[src/hw/rtl/record_preserving_log_ring_assert.svh]
// Assertion macros for the log ring RTL.
// Included by modules that carry concurrent checks; no other dependencies.
`ifndef RECORD_PRESERVING_LOG_RING_ASSERT_SVH
`define RECORD_PRESERVING_LOG_RING_ASSERT_SVH
`ifndef SYNTHESIS
`define RPLR_ASSERT_IMPL(label, clk, rst, prop) \
  label: assert property (@(posedge clk) disable iff (rst) prop) \
    else $error("assertion failed");
`define RPLR_ASSERT_NEVER(label, clk, rst, cond) \
  label: assert property (@(posedge clk) disable iff (rst) !(cond)) \
    else $error("forbidden condition");
`else
`define RPLR_ASSERT_IMPL(label, clk, rst, prop)
`define RPLR_ASSERT_NEVER(label, clk, rst, cond)
`endif
`endif

[src/hw/rtl/rplr_pkg.sv]
// Shared types and constants for the record preserving log ring.
// No dependencies.
package rplr_pkg;
  localparam logic [7:0] NEWLINE_CODE = 8'h0A;
  localparam int unsigned REG_CAPACITY = 0;
  localparam int unsigned REG_SINK = 1;
  localparam int unsigned QUEUE_DEPTH = 2;

  typedef enum logic {
    MODE_WRITE = 1'b0,
    MODE_READ  = 1'b1
  } mode_t;

  // one classified request passed from front to back
  typedef struct packed {
    logic        mode;
    logic [7:0]  data_byte;
    logic        record_start;
    logic [15:0] record_length;
    logic [6:0]  read_limit;
  } req_t;

  typedef enum logic [2:0] {
    ST_IDLE,
    ST_FIT,
    ST_SCAN,
    ST_SCAN_WAIT,
    ST_PUT,
    ST_READ,
    ST_READ_WAIT
  } state_t;
endpackage

[src/hw/rtl/rplr_front.sv]
// Front part: accepts requests and holds them in a short queue.
// Depends on rplr_pkg.
module rplr_front (
  input  logic            clk,
  input  logic            rst,
  input  logic            start,
  input  rplr_pkg::req_t  req_in,
  output logic            busy,
  output logic            q_valid,
  output rplr_pkg::req_t  q_req,
  input  logic            q_pop
);
  rplr_pkg::req_t slots [rplr_pkg::QUEUE_DEPTH];
  logic       rd_ptr;
  logic       wr_ptr;
  logic [1:0] fill;
  logic       push;

  assign busy    = (fill == 2'(rplr_pkg::QUEUE_DEPTH));
  assign push    = start && !busy;
  assign q_valid = (fill != 2'd0);
  assign q_req   = slots[rd_ptr];

  always_ff @(posedge clk) begin
    if (push) begin
      slots[wr_ptr] <= req_in;
    end
    if (rst) begin
      rd_ptr <= 1'b0;
      wr_ptr <= 1'b0;
      fill   <= 2'd0;
    end else begin
      if (push) wr_ptr <= ~wr_ptr;
      if (q_pop) rd_ptr <= ~rd_ptr;
      fill <= fill + 2'(push) - 2'(q_pop);
    end
  end
endmodule

[config.mk]
export PLATFORM = sky130hd
export DESIGN_NAME = rplr_front
export DESIGN_NICKNAME = d
export VERILOG_FILES = /design/src/hw/rtl/record_preserving_log_ring_assert.svh /design/src/hw/rtl/rplr_pkg.sv /design/src/hw/rtl/rplr_front.sv
export SDC_FILE = /design/constraint.sdc
export NUM_CORES = 1
export LEC_CHECK = 0
export BUFFER_PORTS_ARGS = -buffer_cell sky130_fd_sc_hd__buf_2
export CORE_ASPECT_RATIO = 0.9
export CORE_MARGIN = 10
export CORE_UTILIZATION = 45
export CTS_BUF_LIST = sky130_fd_sc_hd__clkbuf_4 sky130_fd_sc_hd__clkbuf_8 sky130_fd_sc_hd__clkbuf_16
export DETAILED_ROUTE_END_ITERATION = 12
export MAX_ROUTING_LAYER = met4
export PLACE_DENSITY = 0.8
export SLEW_MARGIN = 20
export SYNTH_ARGS = -nofsm -noshare
export SYNTH_HDL_FRONTEND = slang
export SYNTH_SLANG_ARGS = --single-unit
[constraint.sdc]
create_clock -name clk -period 1.78 [get_ports clk]
set_input_delay 0.267 -clock clk [delete_from_list [all_inputs] [get_ports clk]]
set_output_delay 0.267 -clock clk [all_outputs]
set_load 0.01 [all_outputs]
; ---- Word-level counts from Yosys, hierarchy flattened
; Memory sizes are Yosys's and may differ from the RTL's. A register that Yosys moved wholly into a read port is not among the register bits.
; Index checks and enable logic that the tools add are counted.
[totals]
wordCells = 16
n_memories = 1
ff_bits = 4
out_inout_bits = 35
ram_bits = 66
input_bits = 37
[memory_table]
columns = memory, words, width, rd, rd_ports_with_merged_regs, write_ports, line_no
row1 = slots, 2, 33, 1, 1, 1, rplr_front.sv:13  ; rplr_pkg::req_t slots [rplr_pkg::QUEUE_DEPTH];
[op_classes]
n_eq_ne = 1
bitwise_logic = 2
add_sub_neg = 2
n_mux = 4
reduce_logical = 3
[ops]
columns = op, count
row1 = two-way mux 1 bit, 4
row2 = adder 2 x 1 -> 2 bit, 1
row3 = == test 2 bit (second input constant), 1
row4 = inverter 1 bit, 2
row5 = nonzero test 2 bit, 1
row6 = subtractor 2 x 1 -> 2 bit, 1
row7 = logical AND 1 bit, 1
row8 = zero test 1 bit, 1

; ---- Depth between registers and ports, before layout
; Gate-level depths: netlist of run 1.
[depth]
ltp_word = 5
depth_mapped = 8
ltp_nobuf = 8

; ---- Least setup slack after synthesis of run 1
; OpenSTA, ideal clock, no wires.
[synth_timing]
path_kind = register to register
startpoint = reg fill[0]
endpoint = mem slots[0][0] in the netlist's numbering, enable pin
synth_period_minus_slack_ps = 1874
stages_incl_launch_ff = 5
n_path_buf = 0
setup_slack_ps = -94
arrival_ps = 1486
t_required_ps = 1392
path_cell_list = dfxtp_1 > nand2b_2 > inv_2 > or3_1 > inv_1
[synth_between]
elab_chain_cells = 5
[synth_lines]
columns = element, line_no
row1 = start: declaration, rplr_front.sv:16  ; logic [1:0] fill;
row2 = start signal: assignment, rplr_front.sv:35  ; fill <= fill + 2'(push) - 2'(q_pop);
row3 = == test 2 bit, rplr_front.sv:19  ; assign busy = (fill == 2'(rplr_pkg::QUEUE_DEPTH));
row4 = via busy, rplr_front.sv:8  ; output logic busy,
row5 = zero test 1 bit, rplr_front.sv:20  ; assign push = start && !busy;
row6 = logical AND 1 bit, rplr_front.sv:20
row7 = two-way mux 1 bit, rplr_front.sv:25  ; if (push) begin
row8 = two-way mux 1 bit (not written as such), rplr_front.sv:26  ; slots[wr_ptr] <= req_in;
row9 = end: declaration, rplr_front.sv:13
; The timed path passes the listed nets, and every way through them passes these cells.

==> results of run 1 <==
[metal layers]
metal  track usage  vias to the layer above  part of all wire
met2         0.188                       39              0.55
met3        0.0409                        6             0.066
met4        0.0529                        0            0.0075
met5             -                        -                 0
li1              -                      655                 -
met1         0.114                      655              0.38
[cell type report]
| class | count | share of cell area |
|---|---|---|
| Clock buffer | 11 | 0.0421 |
| Sequential cell | 71 | 0.632 |
| Clock inverter | 5 | 0.0220 |
| Inverter | 4 | 0.00569 |
| Tap cell | 70 | 0.0266 |
| Multi-Input combinational cell | 49 | 0.146 |
| Timing Repair Buffer | 75 | 0.126 |
[cell families (layout without fill, tap and decap cells)]
| family | count (synthesis) | in the layout | synth area share |
|---|---|---|---|
| buffers and inverters | 8 | 95 | 0.0205 |
| adders and majority gates | 2 | 2 | 0.00955 |
| AOI/OAI and AO/OA | 2 | 2 | 0.00382 |
| and+or+nand+nor | 9 | 9 | 0.0191 |
| xor gates and xnor gates | 3 | 3 | 0.0100 |
| muxes | 33 | 33 | 0.142 |
| DFF | 71 | 71 | 0.795 |
[flip-flops by register name, indices dropped and copies added (netlist names), named ones only]
name	count
rd_ptr	1
wr_ptr	1
fill	2
slots	66
[layout by cell type, fill, tap and decap left out, types with 2 or more instances in the layout]
master / count
sky130_fd_sc_hd__xnor2_1: 2
sky130_fd_sc_hd__buf_12: 2
sky130_fd_sc_hd__inv_1: 2
sky130_fd_sc_hd__mux2_2: 33
sky130_fd_sc_hd__clkbuf_4: 2
sky130_fd_sc_hd__ha_1: 2
sky130_fd_sc_hd__clkbuf_8: 9
sky130_fd_sc_hd__bufinv_16: 2
sky130_fd_sc_hd__dfxtp_1: 5
sky130_fd_sc_hd__clkinv_1: 2
sky130_fd_sc_hd__buf_2: 71
sky130_fd_sc_hd__nor2_1: 3
sky130_fd_sc_hd__edfxtp_1: 66
[final timing paths]
path | cells past startpoint | slack, ns | end | from
worst max register to register | 5 | 0.26 | slots[0][30] | fill[0]
worst min-delay path | 1 | 0.13 | slots[1][32] | req_in[32]
worst max-delay path | 3 | 0.09 | q_req[31] | register
worst min register to register | 2 | 0.50 | wr_ptr | wr_ptr
[where the power goes]
part	internal [W]	total (W)	switching, W
clock network	0.000809	0.00135	0.000537
registers	0.00209	0.00214	0.0000578
logic	0.000350	0.000749	0.000400
total	0.00325	0.00424	0.000994
[through the flow]
step                      hold slack (ns)   util  setup WS (ns)  cell area, um^2
final                               0.126  0.582         0.0899             3300
after global routing                0.104  0.582        0.00465             3300
after CTS                           0.112  0.582         0.0138             3290
after detailed placement            0.460  0.544          0.265             3080
after global placement              0.456  0.544          0.300             3080
after floorplan                     0.336      -          0.175             2620
[synth_stat cells (all sizes together)]
library cell   n  share of area
nand2          1         0.0014
dfxtp          5          0.038
xnor2          2         0.0067
edfxtp        66           0.76
or2            1         0.0024
inv            4         0.0057
a21oi          1         0.0019
nor2b          1         0.0024
or3            1         0.0024
nand2b         1         0.0033
ha             2         0.0096
o21ai          1         0.0019
mux2          33           0.14
nor2           3         0.0043
buf            4          0.015
xor2           1         0.0033
and3           1         0.0029
[worst max-delay path, delay by kind of cell, from the launching register on]
kind / cells / cell delay (ns)
buffers and inverters: 2 / 0.37
multiplexers: 1 / 0.37
flip-flops: 1 / 0.35
[timing repair]
action / CTS / global route
endpoints found under the hold margin: 0 / 0
setup endpoints to repair: 0 / 22
gates resized for setup: 0 / 1
==> qor.tcl, run 1 <==
set qor(status) {finished clean}
set qor(numCtsBuffers) 9
set qor(htree_num_levels) 3
set qor(synthesized_area_mm2) 0.00262
set qor(pwr_density_cell_mw_per_mm2) 1290
set qor(grt_pass1_wl_um) 7770
set qor(clock_latency_ns) 0.33
set qor(path_cells) {buf_6 > mux2_2 > buf_2}
set qor(vdd.ir_drop.worst_v) 0.000850
set qor(antenna_found_initial) 0
set qor(cp_slowest_stage_delay_ns) 0.37
set qor(filler_cells_inserted) 444
set qor(period_share) 0.949
set qor(final-setup-viol-count) 0
set qor(nets) 249
set qor(area_of_combinational_cells_with_multiple_inputs_um2) 483
set qor(total_power_w) 0.00424
set qor(synth_nets) 167
set qor(diodes) 0
set qor(rsz_0062_raised_after_global_routing) {no}
set qor(final.setup_skew_ns) 0.00746
set qor(seq_area_mm2) 0.00208
set qor(worst_setup_hold_path_clk_slew_ns) 0.07
set qor(crit_required_ns) 1.51
set qor(first_global_vias) 1511
set qor(timing_worst_slew_pin_value_ns) 0.218
set qor(max_slew_margin) 0.854
set qor(detail_route.drc_violations) 0
set qor(critical_path_peak_fanout) 22
set qor(shortest_period_the_worst_path_allows_ns) 1.69
set qor(ctsLongestPathBuffers) 2
set qor(postCtsSetupRepairBufs) 0
set qor(synth_sequential_area_ratio) 0.795
set qor(dieArea_mm2) 0.00927
set qor(worstSetupPathType) {reg2out}
set qor(dp.cells) 269
set qor(kind_of_capture_point_of_the_worst_setup_path) {output port}
set qor(core.rowCount) 26
set qor(core-area_mm2) 0.00566
set qor(critical_path.slowest_cell) {sky130_fd_sc_hd__mux2_2}
set qor(detail_route.wl_per_cell_um) 16.9
set qor(die_height_um) 92.4
set qor(postSynthCellCount) 128
set qor(cts_tree) {done}
set qor(floorplan.die.width_um) 100
set qor(global_route.overflow_total) 0
set qor(synth.distinct_cells) 19
set qor(cts_root_buffer) {sky130_fd_sc_hd__clkbuf_8}
set qor(hold_buf_cts) 0
set qor(final-instance-count-excl-fill) 285
set qor(totalWireLength_um) 4820
set qor(worstPathArrival_ns) 1.42
set qor(final_antenna_net_count) 0
set qor(yosys_warnings) 0
set qor(first_iter_violations) 58
set qor(leak_pwr_nw) 1.27
set qor(maximum_number_of_pins_on_one_net_before_global_route_repair) 34
set qor(dr.pass1.iters) 3
set qor(drive_gt1_frac) 0.591
set qor(route.detailed.vias_per_inst) 4.75
set qor(max_freq_mhz) 592
set qor(finalHoldViolations) 0
set qor(min-delay-path-class) {in2reg}
set qor(place.gp.congestion) 0.726
set qor(clock_sinks) 71
set qor(port_buffers) 71
set qor(synthesis_to_finish_area_growth_pct) 25.9
set qor(setup-tns-final_ns) 0
set qor(slew_violations) 0
set qor(groute.usage.overall) 0.112
set qor(detailedPlacementHpwl_um) 3410
set qor(cp-start-kind) {register}
set qor(initial_core_util) 0.463
set qor(floorplan.io_pins) 72
set qor(synth.ff_latch_count) 71
set qor(routed-via-count) 1355
set qor(post_synth.cell_area_avg_um2) 20.5
set qor(cap_violations) 0
Power figures use the tool's default switching activity.
==> run 2, diff against run 1 <==
--- a/config.mk
+++ b/config.mk
@@ -5,6 +5,7 @@
 export SDC_FILE = /design/constraint.sdc
 export NUM_CORES = 1
 export LEC_CHECK = 0
+export ABC_AREA = 1
 export BUFFER_PORTS_ARGS = -buffer_cell sky130_fd_sc_hd__buf_2
 export CORE_ASPECT_RATIO = 0.9
 export CORE_MARGIN = 10
@@ -12,7 +13,7 @@
 export CTS_BUF_LIST = sky130_fd_sc_hd__clkbuf_4 sky130_fd_sc_hd__clkbuf_8 sky130_fd_sc_hd__clkbuf_16
 export DETAILED_ROUTE_END_ITERATION = 12
 export MAX_ROUTING_LAYER = met4
-export PLACE_DENSITY = 0.8
+export PLACE_DENSITY = 0.79
 export SLEW_MARGIN = 20
 export SYNTH_ARGS = -nofsm -noshare
 export SYNTH_HDL_FRONTEND = slang
==> qor.tcl, run 2 <==
set qor(status) {finished clean}
set qor(busiest_layer) {met2}
set qor(total_power_w) 0.00402 ;# -5.3%
set qor(totalWireLength_um) 4960 ;# +2.8%
set qor(groute.layer.met2.usage) 0.187 ;# -0.000966
set qor(cts_tree) {done}
set qor(synth_sequential_area_ratio) 0.752 ;# -0.0435
set qor(die_height_um) 94.4 ;# +2.2%
set qor(synth.top_cells.by_area) {sky130_fd_sc_hd__edfxtp_1, sky130_fd_sc_hd__mux2_4, sky130_fd_sc_hd__dfxtp_1}
set qor(yosys_warnings) 0 ;# unchanged
set qor(cp-start-kind) {register}
set qor(postSynthCellCount) 136 ;# +6.3%
set qor(largest_register_ffs) 66 ;# unchanged
set qor(reg_with_most_ffs) {slots}
set qor(antenna_found_initial) 0 ;# unchanged
set qor(groute.usage.overall) 0.115 ;# +0.00297
set qor(synth_top_flop_cell) {sky130_fd_sc_hd__edfxtp_1}
set qor(area_of_combinational_cells_with_multiple_inputs_um2) 594 ;# +23%
set qor(dr.pass1.iters) 4 ;# +1
set qor(reg.largest.list) {slots: 66 flops, fill: 2 flops}
set qor(drive_gt1_frac) 0.569 ;# -0.0218
set qor(finalWorstSetupSlack_ns) 0.0885 ;# -0.00138 ns
set qor(post_synth_most_frequent_cells) {sky130_fd_sc_hd__edfxtp_1, sky130_fd_sc_hd__mux2_4, sky130_fd_sc_hd__inv_1, sky130_fd_sc_hd__nand2_1, sky130_fd_sc_hd__nor2_1}
set qor(final-setup-viol-count) 0 ;# unchanged
set qor(kind_of_capture_point_of_the_worst_setup_path) {output port}
set qor(route.detailed.vias_per_inst) 4.70 ;# -1.2%
set qor(critical_path.slowest_cell) {sky130_fd_sc_hd__dfxtp_2}
set qor(final_antenna_net_count) 0 ;# unchanged
set qor(layout_common_cells) {sky130_fd_sc_hd__buf_2, sky130_fd_sc_hd__edfxtp_1, sky130_fd_sc_hd__mux2_4, sky130_fd_sc_hd__clkbuf_8, sky130_fd_sc_hd__inv_1}
set qor(period_share) 0.950 ;# about the same
set qor(path_cells) {buf_4 > mux2_4 > buf_2}
set qor(hold_buf_cts) 0 ;# unchanged
set qor(numCtsBuffers) 9 ;# unchanged
set qor(max_slew_margin) 0.805 ;# -0.0485
set qor(floorplan.io_pins) 72 ;# unchanged
set qor(critical_path_peak_fanout) 12 ;# -45%
set qor(rsz_0062_raised_after_global_routing) {no}
set qor(port_buffers) 71 ;# unchanged
set qor(cell_depth_of_the_worst_flop_to_flop_path) 10 ;# +5
set qor(seq_area_mm2) 0.00208 ;# about the same
set qor(cts_root_buffer) {sky130_fd_sc_hd__clkbuf_8}
set qor(initial_core_util) 0.458 ;# -0.00454
set qor(shortest_period_the_worst_path_allows_ns) 1.69 ;# +0.00138 ns
set qor(postCtsSetupRepairBufs) 0 ;# unchanged
set qor(synthesized_area_mm2) 0.00277 ;# +5.8%
set qor(core.rowCount) 27 ;# +3.8%
set qor(detailedPlacementHpwl_um) 3600 ;# +5.7%
set qor(max_freq_mhz) 591 ;# about the same
set qor(detail_route.drc_violations) 0 ;# unchanged
set qor(synth_nets) 175 ;# +4.8%
set qor(htree_num_levels) 3 ;# unchanged
set qor(place.gp.congestion) 0.662 ;# -8.8%
set qor(cp_slowest_stage_delay_ns) 0.36 ;# about the same
set qor(grt_pass1_wl_um) 8010 ;# +3.1%
set qor(worstPathArrival_ns) 1.42 ;# about the same
set qor(asyncSetResetFlopFracSynth) 0 ;# unchanged
set qor(netlist.top_cell.by_area) {sky130_fd_sc_hd__edfxtp_1}
set qor(floorplan.die.width_um) 103 ;# +2.3%
set qor(nets) 259 ;# +4.0%
set qor(routed-via-count) 1395 ;# +3.0%
set qor(fraction_of_the_core_area_covered_by_cells_at_the_end_of_the_flow) 0.567 ;# -0.0157
set qor(post_synth.cell_area_avg_um2) 20.4 ;# -0.44%
set qor(diodes) 0 ;# unchanged
set qor(core-area_mm2) 0.00605 ;# +6.8%
set qor(cells_resized_by_post_cts_repair) 0 ;# unchanged
set qor(crit_required_ns) 1.51 ;# about the same
set qor(filler_cells_inserted) 454 ;# +2.3%
set qor(ctsLongestPathBuffers) 2 ;# unchanged
set qor(leak_pwr_nw) 1.42 ;# +12%
set qor(timing_worst_slew_pin_value_ns) 0.292 ;# +0.0743 ns
set qor(dpl_worst_slack_ns) 0.245 ;# -0.0201 ns
set qor(first_iter_violations) 28 ;# -52%
set qor(clock_sinks) 71 ;# unchanged
set qor(setup-tns-final_ns) 0 ;# unchanged
set qor(synth.distinct_cells) 13 ;# -6
set qor(use_met3) 0.0336 ;# -0.00729
set qor(cap_violations) 0 ;# unchanged
set qor(min-delay-path-class) {in2reg}
set qor(synth.ff_latch_count) 71 ;# unchanged
set qor(global_route.overflow_total) 0 ;# unchanged
set qor(worst_setup_hold_path_clk_slew_ns) 0.07 ;# about the same
set qor(slew_violations) 0 ;# unchanged
set qor(detail_route.wl_per_cell_um) 16.7 ;# -1.3%
set qor(first_global_vias) 1588 ;# +5.1%
set qor(final.setup_skew_ns) 0.00807 ;# +0.000610 ns
set qor(pwr_density_cell_mw_per_mm2) 1170 ;# -8.9%
set qor(vdd.ir_drop.worst_v) 0.000608 ;# -28%
set qor(finalHoldViolations) 0 ;# unchanged
set qor(synthesis_to_finish_area_growth_pct) 23.7
set qor(synth_top_area_share) 0.715 ;# -0.0414
set qor(dieArea_mm2) 0.00970 ;# +4.6%
set qor(worstSetupPathType) {reg2out}
set qor(groute.layer.met1.usage) 0.120 ;# +0.00600
set qor(maximum_number_of_pins_on_one_net_before_global_route_repair) 22 ;# -35%
set qor(synth-edff-count) 66 ;# unchanged
set qor(synth_most_common_cell) {sky130_fd_sc_hd__edfxtp_1}
set qor(clock_latency_ns) 0.33 ;# about the same
set qor(hold-path-cell-count) 1 ;# unchanged
set qor(most_frequent_standard_cell_in_the_layout_excluding_fill_and_tap_cells) {sky130_fd_sc_hd__buf_2}
-- run 2: critical path: cells and delay by family, from the launching register on --
family / cells / cell delay, ns
buffers and inverters: 2 / 0.40
flip-flops: 1 / 0.36
multiplexers: 1 / 0.33
-- run 2: cell families after synthesis --
kind of cell	share of synthesized area
AOI/OAI and AO/OA	0.00361
DFF	0.752
buffers and inverters	0.0366
and+or+nand+nor	0.0212
adders and majority gates	0.00903
xor gates and xnor gates	0.00316
muxes	0.175
-- run 2: worst paths after layout --
check	from	end	slack, ns
min reg2reg	rd_ptr	register	0.52
max reg2reg	fill[0]	fill[1]	0.24
max	register	q_req[25]	0.09
min	req_in[16]	slots[0][16]	0.12
-- run 2: power breakdown --
| group | leakage [nW] | internal [W] | switching (W) |
|---|---|---|---|
| logic | 0.651 | 0.000300 | 0.000302 |
| registers | 0.657 | 0.00199 | 0.0000400 |
| clock network | 0.115 | 0.000832 | 0.000550 |
| total | 1.42 | 0.00312 | 0.000892 |
-- run 2: per-layer routing --
metal  routed length, um  part of all wire
met1                1950              0.39
met2                2580              0.52
met3                 349             0.070
met4                  79             0.016
met5                   0                 0
-- run 2: final cells by class --
| class | count | share of cell area |
|---|---|---|
| clock buffer | 12 | 0.0427 |
| clock inverter | 4 | 0.0204 |
| inverter | 8 | 0.00876 |
| multi-input combinational | 53 | 0.173 |
| sequential | 71 | 0.608 |
| tap | 72 | 0.0263 |
| timing repair buffer | 77 | 0.120 |
-- run 2: stage by stage --
stage	instances	hold slack, ns	instance area [um^2]
after global placement	281	0.454	3210
final	297	0.118	3430
after detailed placement	281	0.459	3210
after CTS	297	0.0985	3430
after floorplan	136	0.338	2780
after global routing	297	0.0927	3430
==> run 3, diff against run 2 <==
--- a/config.mk
+++ b/config.mk
@@ -13,7 +13,7 @@
 export CTS_BUF_LIST = sky130_fd_sc_hd__clkbuf_4 sky130_fd_sc_hd__clkbuf_8 sky130_fd_sc_hd__clkbuf_16
 export DETAILED_ROUTE_END_ITERATION = 12
 export MAX_ROUTING_LAYER = met4
-export PLACE_DENSITY = 0.79
+export PLACE_DENSITY = 0.77
 export SLEW_MARGIN = 20
 export SYNTH_ARGS = -nofsm -noshare
 export SYNTH_HDL_FRONTEND = slang
==> constraint.sdc (replaced) <==
create_clock -name clk -period 2 [get_ports clk]
set_input_delay 0.3 -clock clk [delete_from_list [all_inputs] [get_ports clk]]
set_output_delay 0.3 -clock clk [all_outputs]
set_load 0.01 [all_outputs]
==> qor.tcl, run 3 (synthesized netlist as in run 2, its figures left out) <==
set qor(clock_latency_ns) 0.33 ;# about the same
set qor(critical_path_peak_fanout) 24 ;# +12
set qor(die_height_um) 94.4 ;# unchanged
set qor(cells_resized_by_post_cts_repair) 0 ;# unchanged
set qor(crit_required_ns) 1.70 ;# +0.19 ns
set qor(hold-path-cell-count) 1 ;# unchanged
set qor(final_antenna_net_count) 0 ;# unchanged
set qor(floorplan.io_pins) 72 ;# unchanged
set qor(first_global_vias) 1568 ;# -1.3%
set qor(min_from) {req_in[22]}
set qor(detail_route.wl_per_cell_um) 16.8 ;# +0.76%
set qor(cap_violations) 0 ;# unchanged
set qor(path_delay_family) {multiplexers}
set qor(numCtsBuffers) 9 ;# unchanged
set qor(worstPathArrival_ns) 1.39 ;# -0.03 ns
set qor(finalInstanceArea_mm2) 0.00337 ;# -1.6%
set qor(totalWireLength_um) 4980 ;# +0.42%
set qor(path_cells) {buf_12 > mux2_2 > buf_2}
set qor(rsz_0062_raised_after_global_routing) {no}
set qor(postCtsSetupRepairBufs) 0 ;# unchanged
set qor(post_dp_cell_area_mm2) 0.00321 ;# unchanged
set qor(wl_met2_um) 2620 ;# +1.7%
set qor(detail_route.drc_violations) 0 ;# unchanged
set qor(diodes) 0 ;# unchanged
set qor(most_frequent_standard_cell_in_the_layout_excluding_fill_and_tap_cells) {sky130_fd_sc_hd__buf_2}
set qor(leak_pwr_nw) 1.40 ;# -1.8%
set qor(antenna_found_initial) 0 ;# unchanged
set qor(slew_violations) 0 ;# unchanged
set qor(routed-via-count) 1412 ;# +1.2%
set qor(detailedPlacementHpwl_um) 3630 ;# +0.80%
set qor(first_iter_violations) 54 ;# +93%
set qor(synthesis_to_finish_area_growth_pct) 21.8
set qor(global_route.overflow_total) 0 ;# unchanged
set qor(drt-met1-wl_um) 1970 ;# +1.1%
set qor(hold_path_end) {slots[1][22]}
set qor(max_freq_mhz) 591
set qor(clock_sinks) 71 ;# unchanged
set qor(dr.pass1.iters) 4 ;# unchanged
set qor(core.rowCount) 27 ;# unchanged
set qor(filler_cells_inserted) 473 ;# +4.2%
set qor(total_power_w) 0.00330 ;# -18%
set qor(cp-start-kind) {register}
set qor(htree_num_levels) 3 ;# unchanged
set qor(grt_pass1_wl_um) 7700 ;# -3.9%
set qor(floorplan.die.width_um) 103 ;# unchanged
set qor(drive_gt1_frac) 0.563 ;# -0.00639
set qor(pwr_density_cell_mw_per_mm2) 978 ;# -17%
set qor(vdd.ir_drop.worst_v) 0.000504 ;# -17%
set qor(critical_path.slowest_cell) {sky130_fd_sc_hd__mux2_2}
set qor(hold_buf_cts) 0 ;# unchanged
set qor(layout_common_cells) {sky130_fd_sc_hd__buf_2, sky130_fd_sc_hd__edfxtp_1, sky130_fd_sc_hd__mux2_4, sky130_fd_sc_hd__clkbuf_8, sky130_fd_sc_hd__inv_1}
set qor(cts_tree) {done}
set qor(nets) 259 ;# unchanged
set qor(final.setup_skew_ns) 0.00489 ;# -0.00318 ns
set qor(worstSetupPathType) {reg2out}
set qor(place.gp.congestion) 0.692 ;# +4.5%
set qor(seq_area_mm2) 0.00208 ;# unchanged
set qor(reg_with_most_ffs) {slots}
set qor(route.met3.wl_um) 297 ;# -15%
set qor(area_of_combinational_cells_with_multiple_inputs_um2) 594 ;# unchanged
set qor(kind_of_capture_point_of_the_worst_setup_path) {output port}
set qor(finalHoldViolations) 0 ;# unchanged
set qor(initial_core_util) 0.458 ;# unchanged
set qor(core-area_mm2) 0.00605 ;# unchanged
set qor(cell_depth_of_the_worst_flop_to_flop_path) 10 ;# unchanged
set qor(port_buffers) 71 ;# unchanged
set qor(period_share) 0.847
set qor(max_slew_margin) 0.794 ;# -0.0116
set qor(setup-tns-final_ns) 0 ;# unchanged
set qor(worst-r2r-setup-slack_ns) 0.45 ;# +0.21 ns
set qor(cts_root_buffer) {sky130_fd_sc_hd__clkbuf_8}
set qor(maximum_number_of_pins_on_one_net_before_global_route_repair) 25 ;# +14%
set qor(critPathBufInv) 2 ;# unchanged
set qor(min-delay-path-class) {in2reg}
set qor(hold-worst-slack_ns) 0.155 ;# +0.0373 ns
set qor(worst_setup_hold_path_clk_slew_ns) 0.07 ;# about the same
set qor(r2r-start) {fill[0]}
set qor(shortest_period_the_worst_path_allows_ns) 1.69
set qor(ctsLongestPathBuffers) 2 ;# unchanged
set qor(groute.usage.overall) 0.112 ;# -0.00345
set qor(largest_register_ffs) 66 ;# unchanged
set qor(status) {finished clean}
set qor(routed.top_layer) {met4}
set qor(timing_worst_slew_pin_value_ns) 0.309 ;# +0.0174 ns
set qor(dieArea_mm2) 0.00970 ;# unchanged
set qor(cp_slowest_stage_delay_ns) 0.36 ;# about the same
set qor(route.detailed.vias_per_inst) 4.77 ;# +1.6%
set qor(reg.largest.list) {slots: 66 flops, fill: 2 flops}
set qor(final-setup-viol-count) 0 ;# unchanged
set qor(worstReg2RegEnd) {fill[1]}
run 3: changes by cell type in the layout (fill, tap and decap cells not counted), sizes merged:
cell,delta
clkbuf,+1
bufinv,-2
run 3: stage by stage:
stage | utilization | cells | worst slack [ns]
after global routing | 0.558 | 296 | 0.213
after floorplan | - | 136 | 0.189
after global placement | 0.531 | 281 | 0.550
after detailed placement | 0.531 | 281 | 0.457
after CTS | 0.558 | 296 | 0.262
final | 0.558 | 296 | 0.307
run 3: where the power goes:
part	leakage (nW)	internal (W)	total, W	switching [W]
combinational	0.651	0.000267	0.000538	0.000270
clock	0.0886	0.000493	0.000951	0.000458
sequential	0.657	0.00177	0.00181	0.0000364
run 3: how the worst max path moves through the flow:
| stage | startpoint | endpoint | cells after the start |
|---|---|---|---|
| after detailed placement | fill[0] | fill[1] | 10 |
| after floorplan | fill[0] | slots[0][0] | 4 |
| after global placement | fill[0] | fill[1] | 10 |
| after global routing | register | q_req[0] | 3 |
| final | register | q_req[0] | 3 |
| after CTS | register | q_req[0] | 3 |
run 3: layout make-up:
| class | instances | share of cell area |
|---|---|---|
| clock buffers | 13 | 0.0456 |
| well taps | 72 | 0.0267 |
| clock inverters | 2 | 0.00260 |
| repair buffers | 77 | 0.122 |
| multi-input cells | 53 | 0.176 |
| inverters | 8 | 0.00890 |
| flip-flops and latches | 71 | 0.618 |
run 3: metal layers:
layer,vias to the layer above,GRT usage
met5,-,-
met4,0,0.0657
met3,12,0.0365
met2,49,0.187
met1,676,0.111
li1,675,-
